===== src/rtl/aunp_pkg.sv =====
// Shared widths, character codes and digit decode for the ASCII unsigned number parser.
`default_nettype none

package aunp_pkg;

  // Fixed payload widths
  localparam int unsigned CH_W     = 8;
  localparam int unsigned RADIX_W  = 6;
  localparam int unsigned VALUE_W  = 64;
  localparam int unsigned DIGIT_W  = 7;

  // Character codes
  localparam logic [CH_W-1:0] CH_SPACE = 8'h20;
  localparam logic [CH_W-1:0] CH_TAB   = 8'h09;
  localparam logic [CH_W-1:0] CH_PLUS  = 8'h2B;
  localparam logic [CH_W-1:0] CH_ZERO  = 8'h30;
  localparam logic [CH_W-1:0] CH_NINE  = 8'h39;
  localparam logic [CH_W-1:0] CH_LO_A  = 8'h61;
  localparam logic [CH_W-1:0] CH_LO_Z  = 8'h7A;
  localparam logic [CH_W-1:0] CH_UP_A  = 8'h41;
  localparam logic [CH_W-1:0] CH_UP_Z  = 8'h5A;
  localparam logic [CH_W-1:0] CH_LO_X  = 8'h78;
  localparam logic [CH_W-1:0] CH_UP_X  = 8'h58;

  // Bases
  localparam logic [RADIX_W-1:0] BASE_AUTO = 6'd0;
  localparam logic [RADIX_W-1:0] BASE_OCT  = 6'd8;
  localparam logic [RADIX_W-1:0] BASE_DEC  = 6'd10;
  localparam logic [RADIX_W-1:0] BASE_HEX  = 6'd16;

  // Digit value of a non-alphanumeric character; above every base
  localparam logic [DIGIT_W-1:0] NOT_DIGIT = 7'd99;

  // Value of an alphanumeric character as a digit
  function automatic logic [DIGIT_W-1:0] digit_of(input logic [CH_W-1:0] c);
    logic [CH_W-1:0] d;
    d = {1'b0, NOT_DIGIT};
    if (c inside {[CH_ZERO:CH_NINE]}) begin
      d = c - CH_ZERO;
    end else if (c inside {[CH_LO_A:CH_LO_Z]}) begin
      d = c - CH_LO_A + 8'd10;
    end else if (c inside {[CH_UP_A:CH_UP_Z]}) begin
      d = c - CH_UP_A + 8'd10;
    end
    return d[DIGIT_W-1:0];
  endfunction

endpackage

`default_nettype wire


===== src/rtl/aunp_if.sv =====
// Valid/ready channel interfaces for character input and parse results.
`default_nettype none

interface aunp_in_if;
  logic                        valid;
  logic                        ready;
  logic [aunp_pkg::CH_W-1:0]   ch;
  logic                        first;

  modport source (output valid, output ch, output first, input ready);
  modport sink   (input valid, input ch, input first, output ready);
endinterface

interface aunp_out_if #(
  parameter int unsigned OFFSET_BITS = 16
);
  logic                         valid;
  logic                         ready;
  logic [aunp_pkg::VALUE_W-1:0] value;
  logic [OFFSET_BITS-1:0]       end_offset;

  modport source (output valid, output value, output end_offset, input ready);
  modport sink   (input valid, input value, input end_offset, output ready);
endinterface

`default_nettype wire


===== src/rtl/ascii_unsigned_number_parser_core.sv =====
// Top level of the ASCII unsigned number parser: input register, parse engine, result register.
`default_nettype none

// Takes one character of a NUL-terminated string per beat (first marks the start of a
// string) and returns the unsigned value and the offset of the first unconsumed character.
// A character is accepted every cycle while results are taken; a full, unaccepted result
// register stalls the input. The beat ending the number is held in the input register,
// and the result register loads when that stage advances. The per-character path is the
// 64-bit by 6-bit multiply-accumulate in the engine. Leading spaces/tabs and one '+' are
// skipped; radix 0 detects 0x (hex), leading 0 (octal) or decimal, radix 16 also skips 0x.
// The radix is sampled on each first beat; the user must write the radix only while the
// block is idle, and the block itself does not enforce this.
module ascii_unsigned_number_parser_core #(
  parameter int unsigned OFFSET_BITS = 16
) (
  input  wire logic                          clk_i,
  input  wire logic                          rst_ni,
  input  wire logic                          radix_we_i,
  input  wire logic [aunp_pkg::RADIX_W-1:0]  radix_i,
  aunp_in_if.sink                            in_i,
  aunp_out_if.source                         res_o
);

  logic [aunp_pkg::RADIX_W-1:0]  radix_q;
  logic                          s1_valid_q;
  logic [aunp_pkg::CH_W-1:0]     s1_ch_q;
  logic                          s1_first_q;
  logic                          s1_go, in_acc;
  logic                          out_valid_q, out_valid_d;
  logic [aunp_pkg::VALUE_W-1:0]  value_q;
  logic [OFFSET_BITS-1:0]        offset_q;
  logic                          emit;
  logic [aunp_pkg::VALUE_W-1:0]  eng_value;
  logic [OFFSET_BITS-1:0]        eng_offset;

  // Radix register
  always_ff @(posedge clk_i or negedge rst_ni) begin
    if (!rst_ni) begin
      radix_q <= '0;
    end else if (radix_we_i) begin
      radix_q <= radix_i;
    end
  end

  // Input stage advances whenever the result register is free or being drained
  assign s1_go      = s1_valid_q && (!out_valid_q || res_o.ready);
  assign in_i.ready = !s1_valid_q || s1_go;
  assign in_acc     = in_i.valid && in_i.ready;

  always_ff @(posedge clk_i or negedge rst_ni) begin
    if (!rst_ni) begin
      s1_valid_q <= 1'b0;
    end else if (in_i.ready) begin
      s1_valid_q <= in_i.valid;
    end
  end

  always_ff @(posedge clk_i) begin
    if (in_acc) begin
      s1_ch_q    <= in_i.ch;
      s1_first_q <= in_i.first;
    end
  end

  aunp_engine #(
    .OFFSET_BITS (OFFSET_BITS)
  ) u_engine (
    .clk_i        (clk_i),
    .rst_ni       (rst_ni),
    .step_i       (s1_go),
    .ch_i         (s1_ch_q),
    .first_i      (s1_first_q),
    .radix_i      (radix_q),
    .emit_o       (emit),
    .value_o      (eng_value),
    .end_offset_o (eng_offset)
  );

  // Result register
  always_comb begin
    out_valid_d = out_valid_q;
    if (s1_go && emit) begin
      out_valid_d = 1'b1;
    end else if (res_o.ready) begin
      out_valid_d = 1'b0;
    end
  end

  always_ff @(posedge clk_i or negedge rst_ni) begin
    if (!rst_ni) begin
      out_valid_q <= 1'b0;
    end else begin
      out_valid_q <= out_valid_d;
    end
  end

  always_ff @(posedge clk_i) begin
    if (s1_go && emit) begin
      value_q  <= eng_value;
      offset_q <= eng_offset;
    end
  end

  assign res_o.valid      = out_valid_q;
  assign res_o.value      = value_q;
  assign res_o.end_offset = offset_q;

endmodule

`default_nettype wire


===== src/rtl/aunp_engine.sv =====
// Parse state machine: blank/sign/prefix handling and digit accumulation, one beat per step.
`default_nettype none

module aunp_engine #(
  parameter int unsigned OFFSET_BITS = 16
) (
  input  wire logic                          clk_i,
  input  wire logic                          rst_ni,
  input  wire logic                          step_i,
  input  wire logic [aunp_pkg::CH_W-1:0]     ch_i,
  input  wire logic                          first_i,
  input  wire logic [aunp_pkg::RADIX_W-1:0]  radix_i,
  output logic                               emit_o,
  output logic [aunp_pkg::VALUE_W-1:0]       value_o,
  output logic [OFFSET_BITS-1:0]             end_offset_o
);

  typedef enum logic [2:0] {
    PH_DONE,
    PH_BLANK,
    PH_SIGNED,
    PH_ZERO,
    PH_DIGITS
  } phase_e;

  phase_e                          phase_q, phase_d, phase_cur;
  logic [aunp_pkg::VALUE_W-1:0]    acc_q, acc_d, acc_cur, acc_src;
  logic [aunp_pkg::RADIX_W-1:0]    base_q, base_d, base_cur, dig_base;
  logic [OFFSET_BITS-1:0]          pos_q, pos_d, pos_cur, pos_inc;
  logic [aunp_pkg::DIGIT_W-1:0]    digit;
  logic [aunp_pkg::VALUE_W+aunp_pkg::RADIX_W-1:0] prod;
  logic [aunp_pkg::VALUE_W-1:0]    acc_next;
  logic                            do_start, do_digit, is_digit, emit;

  // A first beat restarts the parse from the configured radix
  always_comb begin
    phase_cur = first_i ? PH_BLANK : phase_q;
    acc_cur   = first_i ? '0 : acc_q;
    base_cur  = first_i ? radix_i : base_q;
    pos_cur   = first_i ? '0 : pos_q;
  end

  // Saturating position advance
  assign pos_inc = (&pos_cur) ? pos_cur : pos_cur + 1'b1;
  assign digit   = aunp_pkg::digit_of(ch_i);

  // Phase decode and selection of the base for the digit step
  always_comb begin
    phase_d  = phase_cur;
    acc_d    = acc_cur;
    base_d   = base_cur;
    pos_d    = pos_cur;
    do_start = 1'b0;
    do_digit = 1'b0;
    dig_base = base_cur;
    acc_src  = acc_cur;
    emit     = 1'b0;

    case (phase_cur)
      PH_BLANK: begin
        if (ch_i == aunp_pkg::CH_SPACE || ch_i == aunp_pkg::CH_TAB) begin
          pos_d = pos_inc;
        end else if (ch_i == aunp_pkg::CH_PLUS) begin
          phase_d = PH_SIGNED;
          pos_d   = pos_inc;
        end else begin
          do_start = 1'b1;
        end
      end
      PH_SIGNED: begin
        do_start = 1'b1;
      end
      PH_ZERO: begin
        if (ch_i == aunp_pkg::CH_LO_X || ch_i == aunp_pkg::CH_UP_X) begin
          base_d  = aunp_pkg::BASE_HEX;
          phase_d = PH_DIGITS;
          pos_d   = pos_inc;
        end else begin
          do_digit = 1'b1;
          acc_src  = '0;
          dig_base = (base_cur == aunp_pkg::BASE_AUTO) ? aunp_pkg::BASE_OCT
                                                       : aunp_pkg::BASE_HEX;
        end
      end
      PH_DIGITS: begin
        do_digit = 1'b1;
      end
      PH_DONE: begin
        phase_d = PH_DONE;
      end
      default: begin
        phase_d = PH_DONE;
      end
    endcase

    // First significant character: possible leading zero of a prefix
    if (do_start) begin
      if ((base_cur == aunp_pkg::BASE_AUTO || base_cur == aunp_pkg::BASE_HEX) &&
          ch_i == aunp_pkg::CH_ZERO) begin
        phase_d = PH_ZERO;
        pos_d   = pos_inc;
      end else begin
        do_digit = 1'b1;
        dig_base = (base_cur == aunp_pkg::BASE_AUTO) ? aunp_pkg::BASE_DEC : base_cur;
      end
    end

    // Digit step: accumulate or finish
    if (do_digit) begin
      base_d = dig_base;
      if (is_digit) begin
        phase_d = PH_DIGITS;
        acc_d   = acc_next;
        pos_d   = pos_inc;
      end else begin
        phase_d = PH_DONE;
        acc_d   = acc_src;
        emit    = 1'b1;
      end
    end
  end

  // Multiply-accumulate by a small base, wrapping at 64 bits
  assign is_digit = digit < {1'b0, dig_base};
  assign prod     = {{aunp_pkg::RADIX_W{1'b0}}, acc_src} *
                    {{aunp_pkg::VALUE_W{1'b0}}, dig_base};
  assign acc_next = prod[aunp_pkg::VALUE_W-1:0] +
                    {{(aunp_pkg::VALUE_W-aunp_pkg::DIGIT_W){1'b0}}, digit};

  assign emit_o       = emit;
  assign value_o      = acc_src;
  assign end_offset_o = pos_cur;

  // Parse state
  always_ff @(posedge clk_i or negedge rst_ni) begin
    if (!rst_ni) begin
      phase_q <= PH_DONE;
      acc_q   <= '0;
      base_q  <= '0;
      pos_q   <= '0;
    end else if (step_i) begin
      phase_q <= phase_d;
      acc_q   <= acc_d;
      base_q  <= base_d;
      pos_q   <= pos_d;
    end
  end

endmodule

`default_nettype wire


===== src/flat_wrapper.sv =====
// flat-port wrapper written by rule: the top's interface ports become plain ports
module ascii_unsigned_number_parser_core_flat 
#(
  parameter int unsigned OFFSET_BITS = 16
)
  (clk_i, rst_ni, radix_we_i, radix_i, in_i_valid, in_i_ch, in_i_first, in_i_ready, res_o_valid, res_o_value, res_o_end_offset, res_o_ready);
  aunp_in_if in_i_i ();
  aunp_out_if #(.OFFSET_BITS(OFFSET_BITS)) res_o_i ();
  input  wire logic clk_i;
  input  wire logic rst_ni;
  input  wire logic radix_we_i;
  input  wire logic [aunp_pkg::RADIX_W-1:0] radix_i;
  input wire logic [$bits(in_i_i.valid)-1:0] in_i_valid;
  input wire logic [$bits(in_i_i.ch)-1:0] in_i_ch;
  input wire logic [$bits(in_i_i.first)-1:0] in_i_first;
  output wire logic [$bits(in_i_i.ready)-1:0] in_i_ready;
  output wire logic [$bits(res_o_i.valid)-1:0] res_o_valid;
  output wire logic [$bits(res_o_i.value)-1:0] res_o_value;
  output wire logic [$bits(res_o_i.end_offset)-1:0] res_o_end_offset;
  input wire logic [$bits(res_o_i.ready)-1:0] res_o_ready;
  assign in_i_i.valid = in_i_valid;
  assign in_i_i.ch = in_i_ch;
  assign in_i_i.first = in_i_first;
  assign in_i_ready = in_i_i.ready;
  assign res_o_valid = res_o_i.valid;
  assign res_o_value = res_o_i.value;
  assign res_o_end_offset = res_o_i.end_offset;
  assign res_o_i.ready = res_o_ready;
  ascii_unsigned_number_parser_core #(.OFFSET_BITS(OFFSET_BITS)) u_core (.clk_i(clk_i), .rst_ni(rst_ni), .radix_we_i(radix_we_i), .radix_i(radix_i), .in_i(in_i_i), .res_o(res_o_i));
endmodule

===== config.mk =====
export PLATFORM = sky130hd
export DESIGN_NAME = ascii_unsigned_number_parser_core_flat
export DESIGN_NICKNAME = d
export VERILOG_FILES = /design/src/rtl/aunp_pkg.sv /design/src/rtl/aunp_if.sv /design/src/rtl/ascii_unsigned_number_parser_core.sv /design/src/rtl/aunp_engine.sv /design/src/flat_wrapper.sv
export SDC_FILE = /design/constraint.sdc
export NUM_CORES = 1
export LEC_CHECK = 0
export ABC_AREA = 1
export CORE_MARGIN = 3
export CORE_UTILIZATION = 60
export CTS_CLUSTER_DIAMETER = 200
export DETAILED_ROUTE_END_ITERATION = 16
export DONT_BUFFER_PORTS = 1
export PLACE_DENSITY = 0.76
export SETUP_SLACK_MARGIN = 0.4
export SYNTH_ARGS = -nofsm -noshare
export SYNTH_HDL_FRONTEND = slang
export SYNTH_HIERARCHICAL = 1
export SYNTH_SLANG_ARGS = --single-unit
export TNS_END_PERCENT = 20

===== constraint.sdc =====
create_clock -name clk_i -period 17.35 [get_ports clk_i]
set_clock_uncertainty 0.15 [all_clocks]
set_input_delay 0.8675 -clock clk_i [delete_from_list [all_inputs] [get_ports clk_i]]
set_output_delay 0.8675 -clock clk_i [all_outputs]
set_load 0.01 [all_outputs]

Word level (Yosys, flattened, before mapping) --
Cells that the tools add are included.
Word-level totals: register bits 186, latch bits 0, bits in writable memories 0, memory bits (read-only) 0, bits of input ports 20, output and inout port bits 82, word-level logic and storage cells 103, memories 0
Operators by class: add/sub/neg operators 7, multiply operators 1, div/mod/pow operators 0, $lt $le $gt $ge 7, equality and inequality tests 11, shift operators 0, multiplexer cells 48, bitwise logic cells 0, reductions and logical operators 18
Operators by type and width (number):
- $mux W64 | 5
- $mux W16 | 9
- $add A64 B7 Y64 | 1
- $mul A64 B6 Y64 | 1
- $mux W6 | 9
- $pmux W16 S2 | 1
- $eq A8 B6 Y1 const B | 3
- $mux W3 | 8
- $mux W7 | 3
- $add A16 B1 Y16 const B | 1
- $eq A8 B7 Y1 const B | 2
- $ge A8 B7 Y1 const B | 2
- $le A8 B7 Y1 const B | 2
- $reduce_and A16 Y1 | 1
- $add A7 B4 Y7 const B | 2
- $sub A7 B7 Y7 const B | 2
- $mux W1 | 9
- $pmux W3 S3 | 1
- $eq A8 B4 Y1 const B | 1
- $ge A8 B6 Y1 const B | 1
- $le A8 B6 Y1 const B | 1
- $logic_and A1 B1 Y1 | 7
- $lt A7 B6 Y1 | 1
- $sub A7 B6 Y7 const B | 1
- other kinds (11) | 18

Depth between registers and ports, before layout --
depth after elaboration 12, mapped depth 40

Hierarchy --
Netlist, hierarchy kept.
Modules (own cells, without submodules):
- aunp_engine | instances 1, cells each 2828, area each 19292.3 um^2, seq. area each 2227.1 um^2
- ascii_unsigned_number_parser_core | instances 1, cells each 129, area each 3014.1 um^2, seq. area each 2872.8 um^2

Worst setup path after synthesis --
No wires, ideal clock.
path kind reg-to-reg, start reg u_core/s1_ch_q[1] (netlist name), end reg u_core.offset_q[0] (netlist: u_core/res_o.end_offset[0]) (enable), library setup time 0.519 ns, arrival time 6.030 ns, data required time 16.681 ns, slack 10.651 ns, cell stages (with the launch flop) 24, path buffers 2, clock period less this slack 6.699 ns, cell sequence edfxtp_1 > inv_1 > ha_1 > nand3_1 > nor2_1 > nor2_1 > nand2_1 > nand2_2 > nand2_2 > nand2_1 > nand2_1 > nand2_2 > inv_1 > clkbuf_1 > ha_1 > a21oi_1 > o21ai_1 > inv_2 > nand2_2 > nand2_1 > inv_2 > buf_6 > inv_1 > nor2_1
On the way: word-level cells in the longest chain between the ends 10, elaborated cells between the ends (all ways) 41, classes of those cells 5 x add/sub; 7 x order compare; 6 x eq/ne; 16 x mux; 7 x reduce/logical
RTL lines:
- from (decl) | RTL line ascii_unsigned_number_parser_core.sv:26 | logic [aunp_pkg::CH_W-1:0] s1_ch_q;
- from (signal assigned) | RTL line ascii_unsigned_number_parser_core.sv:60 | s1_ch_q <= in_i.ch;
- branches (longest 8 deep; another with $sub A7 B7 Y7)
- $mux W1 (*) | RTL line aunp_engine.sv:109 | if (do_digit) begin
- net u_core.emit | RTL line ascii_unsigned_number_parser_core.sv:32 | logic emit;
- $logic_and A1 B1 Y1 (*) | RTL line ascii_unsigned_number_parser_core.sv:98 | if (s1_go && emit) begin
- to (signal assigned) | RTL line ascii_unsigned_number_parser_core.sv:100 | offset_q <= eng_offset;
- to (decl) | RTL line ascii_unsigned_number_parser_core.sv:31 | logic [OFFSET_BITS-1:0] offset_q;
Mark *: on every way through the listed nets, which the timed path passes. A chain may end at the register's enable or synchronous reset.

Worst setup path after layout --
start reg u_core.s1_first_q, end reg u_core/u_engine/acc_q[52] (netlist name)
On the way: word-level cells in the longest chain between the ends 11, elaborated cells between the ends (all ways) 28, classes of those cells 1 x add/sub; 1 x mul; 1 x order compare; 5 x eq/ne; 17 x mux; 3 x reduce/logical
RTL lines:
- from (decl) | RTL line ascii_unsigned_number_parser_core.sv:27 | logic s1_first_q;
- from (signal assigned) | RTL line ascii_unsigned_number_parser_core.sv:61 | s1_first_q <= in_i.first;
- $mux W6 | RTL line aunp_engine.sv:39 | base_cur = first_i ? radix_i : base_q;
- $logic_not A6 Y1 | RTL line aunp_engine.sv:81, aunp_engine.sv:98, aunp_engine.sv:104
- $mux W5 | RTL line aunp_engine.sv:81 | dig_base = (base_cur == aunp_pkg::BASE_AUTO) ? aunp_pkg::BASE_OCT
- $mux W6 | RTL line aunp_engine.sv:74 | if (ch_i == aunp_pkg::CH_LO_X || ch_i == aunp_pkg::CH_UP_X) begin
- $mux W6 | RTL line aunp_engine.sv:59 | case (phase_cur)
- $mux W6 | RTL line aunp_engine.sv:98 | if ((base_cur == aunp_pkg::BASE_AUTO || base_cur == aunp_pkg::BASE_HEX) &&
- $mux W6 | RTL line aunp_engine.sv:97 | if (do_start) begin
- $mul A64 B6 Y64 | RTL line aunp_engine.sv:125 | assign prod = {{aunp_pkg::RADIX_W{1'b0}}, acc_src} *
- $add A64 B7 Y64 | RTL line aunp_engine.sv:127 | assign acc_next = prod[aunp_pkg::VALUE_W-1:0] +
- $mux W64 | RTL line aunp_engine.sv:111 | if (is_digit) begin
- $mux W64 (*) | RTL line aunp_engine.sv:109
- to (signal assigned) | RTL line aunp_engine.sv:138 | acc_q <= '0;
- to (signal assigned) | RTL line aunp_engine.sv:143 | acc_q <= acc_d;
- to (decl) | RTL line aunp_engine.sv:27 | logic [aunp_pkg::VALUE_W-1:0] acc_q, acc_d, acc_cur, acc_src;
Every way passes the cells marked *; elsewhere a longest branch is shown, timed or not.

==> summary.md <==
| Metric | Value |
|---|---|
| DR WL/cell | 20.7 µm |
| Pwr per Cell Area | 207 mW/mm² |
| Placer Congestion | 1.03 |
| Worst R2R Path Depth | 34 |
| Initial DRC Count | 1779 |
| Die Y | 199 µm |
| CTS tree | yes |
| Measured slew at the worst slew-check pin | 1300 ps |
| Max-cap violations | 0 |
| Via count | 20300 |
| Top post-synthesis cells by area | fa_1 (22%), edfxtp_1 (12%), nor2_1 (11%) |
| Worst min path class | in2async |
| Max IR drop VDD | 0.127 mV |
| CTS Sinks | 186 |
| Fill count | 3210 |
| Total gr overflow | 0 |
| Hold buffers post-CTS | 1 |
| First drt pass iteration count | 6 |
| CP max stage delay | 1020 ps |
| Detail Route Antenna Nets | 0 |
| Clk slew on worst S/H paths | 80 ps |
| Post-CTS setup buffers | 0 |
| Ys async rst share | 52.2% |
| Netlist Area Pre-Place | 0.0223 mm² |
| Slew HR | 12.6% |
| Final cycle utilization of the critical path | 54.8% |
| Syn_nets | 3359 |
| Overall power | 0.00480 W |
| Post_cts resized | 0 |
| Critical Path End Type | flip-flop |
| DRC | 0 |
| Root Buffer | clkbuf_16 |
| DIE AREA | 0.0395 mm² |
| Worst path required time | 17580 ps |
| Crit path max-delay cell type | clkinv_1 |
| Share of cells above drive strength 1 | 3.58% |
| Area leader, netlist | fa_1 |
| #FFs+latches synth | 186 |
| Crit-path max FO | 58 |
| Routed WL | 69700 µm |
| Max Clk Rate | 0.105 GHz |
| Synth cell count leaders | nor2_1 (679), nand2_1 (567), inv_1 (367), fa_1 (241), a21oi_1 (155) |
| Area delta synth->final | 3.82% |
| Hold Slack | 175 ps |
| Post-DP HPWL | 51800 µm |
| Met2 wire length | 34000 µm |
| Core area | 0.0361 mm² |
| Synth warn | 6 |
| Worst-Skew Late Latency | 490 ps |
| Vias per std cell | 6.04 |
| Final Hold Viols | 0 |
| Setup Viol. Count Final | 0 |
| Ports | 102 |
| Leak Pwr | 11.5 nW |
| Fin. max-slew vios | 0 |
| Floorplan row count | 69 |
| Total CTS buffers | 17 |
| Largest net degree at the start of global routing | 98 |
| Die X | 199 µm |
| Final worst path period need | 9510 ps |
| Setup TNS | 0 ps |
| Yosys cell types | 52 |
| Top Layer Used | met4 |
| CP dominant cell by count | nand2_1 |
| # port buffers | 0 |
| Initial antenna violation count | 0 |
| Crit path DAT | 9740 ps |
| Reg area | 0.00510 mm² |
| Vias in the first global route | 20800 |
| Layout Nets | 3294 |
| WL met1 | 27700 µm |
| Mean Syn Cell Area | 7.54 µm² |
| Initial Util | 61.8% |
| Ant. Diodes | 0 |
| Crit Path Class | reg2reg |
| First-pass GRT wire length | 112000 µm |
| Unrepaired setup endpoints after global routing | false |
| Htree depth | 4 |
| Status | completed |
| Top FF cell, synth | dfrtp_1 |
| Final Util | 64.2% |
| Most frequent cell after synthesis | nor2_1 |
| DR WL met3 | 5260 µm |
| Post-synth EDFFs | 89 |
| Seq/Total Area, Yosys | 22.9% |
| Area occupied by multi-input gates | 0.0153 mm² |
| Mapped Cells | 2957 |
| CTS max path bufs | 2 |
| GRT Overall Usage | 36.3% |
| CP Launch Type | flip-flop |
| Yosys top cell area share | 21.6% |
## flip-flops by register name, indices dropped and copies added, names as in the netlist
name                     cells
u_core/u_engine/phase_q      3
u_core/radix_q               6
u_core/res_o.value          64
u_core/res_o.valid           1
u_core/s1_first_q            1
u_core/res_o.end_offset     16
u_core/u_engine/acc_q       64
u_core/u_engine/base_q       6
u_core/u_engine/pos_q       16
u_core/s1_valid_q            1
u_core/s1_ch_q               8
## cells in the final DEF (no fill, tap or decap), types with 21 or more instances in the layout
| cell type | count |
|---|---|
| o21ai_0 | 100 |
| dfrtp_1 | 97 |
| nor3_1 | 21 |
| edfxtp_1 | 89 |
| a21oi_1 | 155 |
| inv_1 | 365 |
| ha_1 | 141 |
| fa_1 | 241 |
| nand4_1 | 23 |
| xnor2_1 | 24 |
| nand3_1 | 122 |
| nand2_1 | 564 |
| xor2_1 | 42 |
| nor2_1 | 678 |
## final timing paths
kind | endpoint | slack, ps | start
worst min-delay path | u_core/res_o.valid | 180 | rst_ni
worst max-delay path | u_core/u_engine/acc_q[52] | 7840 | u_core/s1_first_q
worst min register to register | u_core/u_engine/acc_q[4] | 340 | u_core/u_engine/acc_q[4]
worst max register to register | u_core/u_engine/acc_q[52] | 7840 | u_core/s1_first_q
max in group asynchronous | u_core/u_engine/acc_q[32] | 16370 | rst_ni
min in group clk_i | u_core/radix_q[4] | 310 | radix_we_i
## layer usage
layer  up-vias  track usage, %
met5         -               0
met4         0            14.8
met3       185            5.89
met2       986            60.9
met1      9913            47.2
li1       9240               -
## cell families (layout without fill, tap and decap cells)
kind of cell,count (synthesis),after routing,share of synthesized area (%)
DFF,186,186,22.9
adders and majority gates,382,382,29.5
buffers and inverters,482,430,8.68
xor gates and xnor gates,66,66,2.59
AOI/OAI and AO/OA,376,376,9.69
muxes,1,1,0.0449
and+or+nand+nor,1464,1464,26.6
## worst max-delay path: cells and delay by family, from the launching register on
kind	cells	cell delay [ps]
and+or+nand+nor	17	2150
buffers and inverters	9	3090
adders and majority gates	5	2490
DFF	1	370
AOI/OAI and AO/OA	3	1090
## area by class of cell
type                    instances  area share [%]
multi-input cells            2289            66.1
well taps                     461            2.49
repair buffers                 17           0.638
clock buffers                  17            1.84
clock inverters                15           0.762
flip-flops and latches        186            22.0
inverters                     381            6.19
## where the power goes
group	switching [W]	internal (W)
logic	0.00240	0.00126
clock network	0.000205	0.000217
registers	0.0000870	0.000626
total	0.00269	0.00211
## per-stage QoR
step	instances	instance area [µm²]	setup slack, ps
floorplan	2957	22300	10650
global placement	3333	22500	8520
detailed placement	3333	22500	8240
CTS	3366	23200	8110
global route	3366	23200	7320
finish	3366	23200	7840
Power figures use the tool's default switching activity.
